--- src/rtl/core/psl_pkg.sv ---
package psl_pkg;

    localparam int SPEC_EXPONENT_DEF = 20;

    // fixed-point layout
    localparam int DIR_FRAC = 14;
    localparam int DIR_W    = 16;
    localparam int COORD_W  = 32;
    localparam int CHAN_W   = 16;

    // scaled light vector magnitudes stay below 2^30
    localparam int MAG_W  = 30;
    localparam int RAD_W  = 2 * MAG_W + 2;
    localparam int ROOT_W = RAD_W / 2;

    // unit-vector quotient: up to 2^14
    localparam int Q_W   = DIR_FRAC + 1;
    localparam int DVD_W = MAG_W + DIR_FRAC + 1;

    // configuration port
    localparam int ADDR_W = 4;
    localparam int DATA_W = 32;
    localparam logic [1:0] REG_LIGHT_X = 2'd0;
    localparam logic [1:0] REG_LIGHT_Y = 2'd1;
    localparam logic [1:0] REG_LIGHT_Z = 2'd2;

    typedef struct packed {
        logic [2:0][DIR_W-1:0]  n;
        logic [2:0][DIR_W-1:0]  v;
        logic [2:0][CHAN_W-1:0] col;
        logic                   lam;
        logic [15:0]            gain;
    } mat_t;

    typedef struct packed {
        logic [2:0][MAG_W-1:0] ms;
        logic [2:0]            sgn;
        logic                  zero;
        mat_t                  mat;
    } sqp_t;

    typedef struct packed {
        logic [2:0] sgn;
        logic       zero;
        mat_t       mat;
    } dvp_t;

endpackage

--- src/rtl/core/psl_sqrt.sv ---
module psl_sqrt
    import psl_pkg::*;
#(
    parameter int PW = 1
)
(
    input  logic              clk,
    input  logic              rst_n,
    input  logic              in_valid,
    output logic              in_stall,
    input  logic [RAD_W-1:0]  rad,
    input  logic [PW-1:0]     pay_in,
    output logic              out_valid,
    input  logic              out_stall,
    output logic [ROOT_W-1:0] root,
    output logic [PW-1:0]     pay_out
);

    localparam int NS = ROOT_W;

    typedef struct packed {
        logic [RAD_W-1:0]  rem;
        logic [ROOT_W-1:0] root;
        logic [PW-1:0]     pay;
    } sq_t;

    // one root bit per stage, MSB first
    function automatic sq_t sq_step(input int k, input sq_t a);
        sq_t          o;
        logic [RAD_W:0] trial;
        int           b;
        o     = a;
        b     = ROOT_W - 1 - k;
        trial = ({{(RAD_W + 1 - ROOT_W){1'b0}}, a.root} << (b + 1))
              + ((RAD_W + 1)'(1) << (2 * b));
        if ({1'b0, a.rem} >= trial)
        begin
            o.rem     = a.rem - trial[RAD_W-1:0];
            o.root[b] = 1'b1;
        end
        return o;
    endfunction

    sq_t           in_st;
    sq_t           st_reg [NS];
    sq_t           st_next [NS];
    logic [NS-1:0] v_reg;
    logic [NS:0]   go;

    always_comb
    begin
        in_st.rem  = rad;
        in_st.root = '0;
        in_st.pay  = pay_in;
    end

    assign go[NS] = !out_stall;

    genvar k;
    generate
        for (k = 0; k < NS; k++)
        begin : g_stage
            assign go[k] = !v_reg[k] || go[k+1];
            if (k == 0)
            begin : g_first
                always_comb st_next[k] = sq_step(k, in_st);
            end
            else
            begin : g_rest
                always_comb st_next[k] = sq_step(k, st_reg[k-1]);
            end
            always_ff @(posedge clk)
            begin
                if (go[k])
                    st_reg[k] <= st_next[k];
            end
        end
    endgenerate

    always_ff @(posedge clk or negedge rst_n)
    begin
        if (!rst_n)
            v_reg <= '0;
        else
        begin
            for (int i = 0; i < NS; i++)
            begin
                if (go[i])
                    v_reg[i] <= (i == 0) ? in_valid : v_reg[i-1];
            end
        end
    end

    assign in_stall  = !go[0];
    assign out_valid = v_reg[NS-1];
    assign root      = st_reg[NS-1].root;
    assign pay_out   = st_reg[NS-1].pay;

endmodule

--- config.mk ---
export PLATFORM = sky130hd
export DESIGN_NAME = psl_sqrt
export DESIGN_NICKNAME = d
export VERILOG_FILES = /design/src/rtl/core/psl_pkg.sv /design/src/rtl/core/psl_sqrt.sv
export SDC_FILE = /design/constraint.sdc
export NUM_CORES = 2
export LEC_CHECK = 0
export BUFFER_PORTS_ARGS = -buffer_cell sky130_fd_sc_hd__buf_2
export CAP_MARGIN = 0
export CORE_ASPECT_RATIO = 1.5
export CORE_MARGIN = 2
export CORE_UTILIZATION = 30
export DETAILED_ROUTE_END_ITERATION = 6
export GPL_TIMING_DRIVEN = 0
export SYNTH_ARGS = -nofsm -noshare
export SYNTH_HDL_FRONTEND = slang
export SYNTH_SLANG_ARGS = --single-unit
--- constraint.sdc ---
create_clock -name clk -period 16.4 [get_ports clk]
set_input_delay 0.82 -clock clk [delete_from_list [all_inputs] [get_ports clk]]
set_output_delay 0.82 -clock clk [all_outputs]
set_load 0.005 [all_outputs]
Yosys cells after proc, flatten, opt, wreduce, memory -nomap -nowiden
Memory sizes are Yosys's and may differ from the RTL's.
Index checks and enable logic that the tools add are counted.

word-level totals
  register bits after elaboration = 31
  bits in writable memories = 2,914
  input port bits = 67
  output and inout port bits = 34
  logic and storage cells = 311
  memories kept = 1

memories
  memory  depth  width  read ports  clocked after Yosys merged registers in  write ports  RTL line        text
  st_reg  31     94     31          0                                        31           psl_sqrt.sv:45  sq_t st_reg [NS];

operators by class
  add/subtract/negate cells = 61
  magnitude comparators = 31
  mux-type cells = 123
  reduce and logical (&&, ||, !) cells = 64

operators with widths
  operator                                         number
  two-way mux 62 bit                               30
  two-way mux 1 bit                                92
  two-way mux 63 bit                               1
  adder 61 x 59 -> 62 bit (second input constant)  1
  greater-or-equal comparator 62 x 33 -> 1 bit     1
  greater-or-equal comparator 62 x 34 -> 1 bit     1
  greater-or-equal comparator 62 x 35 -> 1 bit     1
  greater-or-equal comparator 62 x 36 -> 1 bit     1
  greater-or-equal comparator 62 x 37 -> 1 bit     1
  greater-or-equal comparator 62 x 38 -> 1 bit     1
  greater-or-equal comparator 62 x 39 -> 1 bit     1
  greater-or-equal comparator 62 x 40 -> 1 bit     1
  greater-or-equal comparator 62 x 41 -> 1 bit     1
  greater-or-equal comparator 62 x 42 -> 1 bit     1
  greater-or-equal comparator 62 x 43 -> 1 bit     1
  greater-or-equal comparator 62 x 44 -> 1 bit     1
  greater-or-equal comparator 62 x 45 -> 1 bit     1
  greater-or-equal comparator 62 x 46 -> 1 bit     1
  greater-or-equal comparator 62 x 47 -> 1 bit     1
  greater-or-equal comparator 62 x 48 -> 1 bit     1
  greater-or-equal comparator 62 x 49 -> 1 bit     1
  greater-or-equal comparator 62 x 50 -> 1 bit     1
  greater-or-equal comparator 62 x 51 -> 1 bit     1
  greater-or-equal comparator 62 x 52 -> 1 bit     1
  other kinds (73)                                 135

Logic depth before layout (Yosys ltp)
  depth after elaboration = 34
  mapped depth = 14
  mapped depth without buffers = 12

Worst setup path before layout
Ideal clock, no wire load.

  kind = input -> output
  start point = input port out_stall
  end point = output port in_stall
  data arrival time = 8.543 ns
  required time = 15.580 ns
  path slack = 7.037 ns
  stages on the path = 11
  path buffers = 0
  cells stage by stage = and3_1 -> and3_1 -> and4_1 -> inv_1 -> nor2_1 -> inv_1 -> nor3_1 -> nand3_1 -> inv_1 -> nand3_1 -> inv_1

between the ends
  word-level cells in the longest chain between the ends = 33

ends and longest elaborated chain
  what                            RTL line        text
  start, declared                 psl_sqrt.sv:14  input logic out_stall,
  logical NOT 1 bit               psl_sqrt.sv:57  assign go[NS] = !out_stall;
  logical OR 1 bit (18 in a row)  psl_sqrt.sv:63  assign go[k] = !v_reg[k] || go[k+1];
  named net go[13]                psl_sqrt.sv:48  logic [NS:0] go;
  logical OR 1 bit (3 in a row)   psl_sqrt.sv:63
  named net go[10]                psl_sqrt.sv:48
  logical OR 1 bit (8 in a row)   psl_sqrt.sv:63
  named net go[2]                 psl_sqrt.sv:48
  logical OR 1 bit (2 in a row)   psl_sqrt.sv:63
  named net go[0]                 psl_sqrt.sv:48
  logical NOT 1 bit               psl_sqrt.sv:94  assign in_stall = !go[0];
  end, declared                   psl_sqrt.sv:10  output logic in_stall,

The timed path passes the listed nets, and every way through them passes these cells.

Worst setup path in the final report
  start point = register v_reg[30]
  end point = output port in_stall

between the ends
  word-level cells in the longest chain between the ends = 33

ends and longest elaborated chain
  what                             RTL line        text
  start, declared                  psl_sqrt.sv:47  logic [NS-1:0] v_reg;
  start signal, assigned by index  psl_sqrt.sv:89  v_reg[i] <= (i == 0) ? in_valid : v_reg[i-1];
  logical NOT 1 bit                psl_sqrt.sv:63
  logical OR 1 bit (18 in a row)   psl_sqrt.sv:63
  named net go[13]                 psl_sqrt.sv:48
  logical OR 1 bit (3 in a row)    psl_sqrt.sv:63
  named net go[10]                 psl_sqrt.sv:48
  logical OR 1 bit (8 in a row)    psl_sqrt.sv:63
  named net go[2]                  psl_sqrt.sv:48
  logical OR 1 bit (2 in a row)    psl_sqrt.sv:63
  named net go[0]                  psl_sqrt.sv:48
  logical NOT 1 bit                psl_sqrt.sv:94

The timed path passes the listed nets, and every way through them passes these cells.

==> run_results.csv <==
group,metric,value,unit
sta,slew_viol_final,0,
routing,drc,3,
final_layout,syn2layout_area_growth,13.9,%
synth,synth-xor-area-share,6.16,%
place,placed_cells,14120,
setup_path,worst_ep_arrival_time,7.07,ns
pwr,switchingPower,0.00621,W
die,num_io_pins,101,
clocking,cts.path.max_buffers,4,
setup_path,cp.required,15.58,ns
pwr,total_leakage_power,50.8,nW
final_layout,layout.cells.non_filler,14598,
clocking,clk_latency,0.97,ns
sta,worst_pin_slew,1.43,ns
sta,rsz0062_at_grt,"no",
global_route,grt_max_degree,79,
setup_path,cp_slowest_cell,"nand3_4",
worst_hold_path,hp-class,"input pin to async pin",
setup_path,critPathKind,"flop to primary output",
synth,yosysSeqAreaShare,63.3,%
clocking,cts_made_buffers,247,
global_route,grt_pass1_vias,74862,
clocking,cts_tree,"yes",
clocking,clk_pin_slew,0.06,ns
pwr,power,0.0200,W
routing,vias,70491,
pwr,p_int,0.0138,W
clocking,post_cts_resized,0,
global_route,grt_usage,14.8,%
final_layout,largest_register_ffs,2387,
die,initial_utilization,30.1,%
synth,synth_edf_count,2387,
place,routabilityCongestion,0.995,
setup_path,path_delay_family,"simple AND/OR/NAND/NOR gates",
sta,setup_viol,0,
die,die_height,760,µm
clocking,htree_levels,4,
sta,skew,0.142,ns
die,coreArea,380000,µm²
synth,synth-seq-cells,2418,
run,cap_violations,0,
routing,drtIter0Drc,3418,
pwr,irDropWorstVdd,0.000102,V
pwr,p_per_area,154,nW/µm²
synth,synth-simple-area-share,12.0,%
routing,viasPerCell,4.83,
routing,routedWlPerCell,20.0,µm
setup_path,cpPeakStageDelay,0.81,ns
synth,synthMuxAreaShare,0.988,%
synth,synthAdderAreaFrac,5.74,%
synth,synthesis.area,114000,µm²
sta,setup-tns-final,0,ns
setup_path,cp_cell_sequence,"and3_1, and3_1, and4_1, inv_4, nor2_1, inv_4, nor3_1, nand3_4, inv_1, nand3_4, inv_1, buf_2",
synth,synth_top_flop_cell,"edfxtp_1",
place,hpwl,237,mm
synth,synth_nets,9550,
clocking,cts_setup_buffers,0,
place,port_buffers,100,
final_layout,drive_gt1_share,7.61,%
routing,wirelength,292,mm
synth,async_flop_share,1.28,%
sta,timing.slew.headroom,3.50,%
setup_path,path_max_fanout,78,
synth,synth_compound_area_share,8.90,%
outcome,violations,"design-rule violations",
synth,ys_warn_count,0,
die,row_count,277,
die,die_area,386000,µm²
clocking,clock_sinks,2418,
sta,hold_violations,0,
synth,synth_cell_type_count,89,
global_route,grt_pass1_wl,431,mm
final_layout,layout_common_cells,"2387 x edfxtp_1, 646 x inv_1, 626 x nor2_1, 578 x a21oi_1, 525 x ha_1",
pwr,power_frac_comb,24.4,%
pwr,clockPowerShare,27.1,%
die,die_x,508,µm
global_route,antenna_found_initial,6,
synth,syn_area_per_cell,12.8,µm²
final_layout,layout_commonest_cell,"edfxtp_1",
synth,synth_top_family_by_area,"simple AND/OR/NAND/NOR gates",
routing,detail-route-antenna-nets,0,
sta,post-route-worst-setup-slack,8.51,ns
pwr,pwr-share-seq,48.5,%
setup_path,critPathBufInv,5,
pwr,p_sw_share,31.1,%
sta,period_needed,7.89,ns
setup_path,critPathCaptureType,"primary output",
global_route,overflow,0,
setup_path,cp-start-kind,"flop",
routing,dr.pass1.iters,7,
sta,max_freq,127,MHz
clocking,root_buffer,"clkbuf_16",
sta,fin_crit_sh,48.1,%
place,place_ws,8.72,ns
synth,synth_cells,8958,
outcome,status,"finished with violations",
final_layout,fin_nets,9973,
layer usage:
layer	routed length [µm]	track usage [%]	vias to the layer above
li1	-	-	34422
met1	72200	9.03	33778
met2	183000	33.5	1376
met3	6850	1.67	915
met4	30900	13.6	0
met5	0	0	-
cells by family (layout without fill, tap and decap cells):
kind of cell	count (synthesis)	count (layout)
AO/OA/AOI/OAI	1633	1633
XOR/XNOR	805	805
adder cells (fa/ha/maj)	525	525
buffers and inverters	820	1437
flip-flops	2418	2418
multiplexers	101	101
other	0	1
AND/OR/NAND/NOR	2656	2656
through the flow:
stage | area [µm²] | utilization, % | hold slack, ns
after floorplan | 114000 | - | 0.400
after global placement | 121000 | 31.9 | 0.401
after detailed placement | 122000 | 32.2 | 0.405
after CTS | 130000 | 34.3 | 0.00493
after global routing | 130000 | 34.3 | 0.0365
final | 130000 | 34.3 | 0.0587
what timing repair did:
item,4_1_cts,5_1_grt
hold buffers,34,0
endpoints found under the setup margin,0,0
endpoints found under the hold margin,34,0
worst reg2reg max path: cells and delay by family (launching register included):
kind | cells | cell delay (ns)
and+or+nand+nor | 7 | 4.50
buffers and inverters | 3 | 0.95
DFF | 1 | 0.36
power groups by stage:
stage / Combinational, W / Clock (W) / Sequential [W]
2_1_floorplan: 0.00362 / 0 / 0.00942
3_3_place_gp: 0.00481 / 0 / 0.00981
3_5_place_dp: 0.00487 / 0 / 0.00982
4_1_cts: 0.00490 / 0.00555 / 0.00969
5_1_grt: 0.00541 / 0.00576 / 0.00986
6_report: 0.00489 / 0.00541 / 0.00970
area by class of cell:
cell class | instances | area (µm²)
multi-input cells | 5720 | 39000
clock buffers | 302 | 6440
plain buffers | 163 | 743
fillers | 36968 | 249000
well taps | 5022 | 6280
clock inverters | 141 | 1250
flip-flops and latches | 2418 | 72500
diodes | 1 | 2.50
repair buffers | 174 | 1650
inverters | 657 | 2480
Yosys cell counts (89+ instances only):
library cell	instances	area share [%]
nand4_1	137	0.75
a21o_1	171	1.1
nor3_1	244	1.1
a21oi_1	578	2.5
mux2_2	95	0.94
or3_1	89	0.49
nor4_1	311	1.7
nor2_1	626	2.1
clkbuf_1	113	0.37
o21a_1	107	0.70
xnor2_1	426	3.3
nand2b_1	136	0.74
ha_1	525	5.7
edfxtp_1	2387	63
nand2_1	528	1.7
xor2_1	379	2.9
inv_1	654	2.1
o21ai_0	361	1.6
nand3_1	152	0.67
final timing paths:
path	start	to	slack, ns	cells past startpoint
max in group asynchronous	rst_n	v_reg[12]	15.58	1
setup / recovery	v_reg[30]	in_stall	8.51	12
setup reg to reg	v_reg[30]	st_reg[0][45]	10.00	10
min in group clk	rad[6]	st_reg[0][38]	0.08	1
hold reg to reg	st_reg[0][1155]	st_reg[0][1249]	0.34	0
hold / removal	rst_n	v_reg[30]	0.06	1
Note: power is estimated with default switching activity, not from simulation.
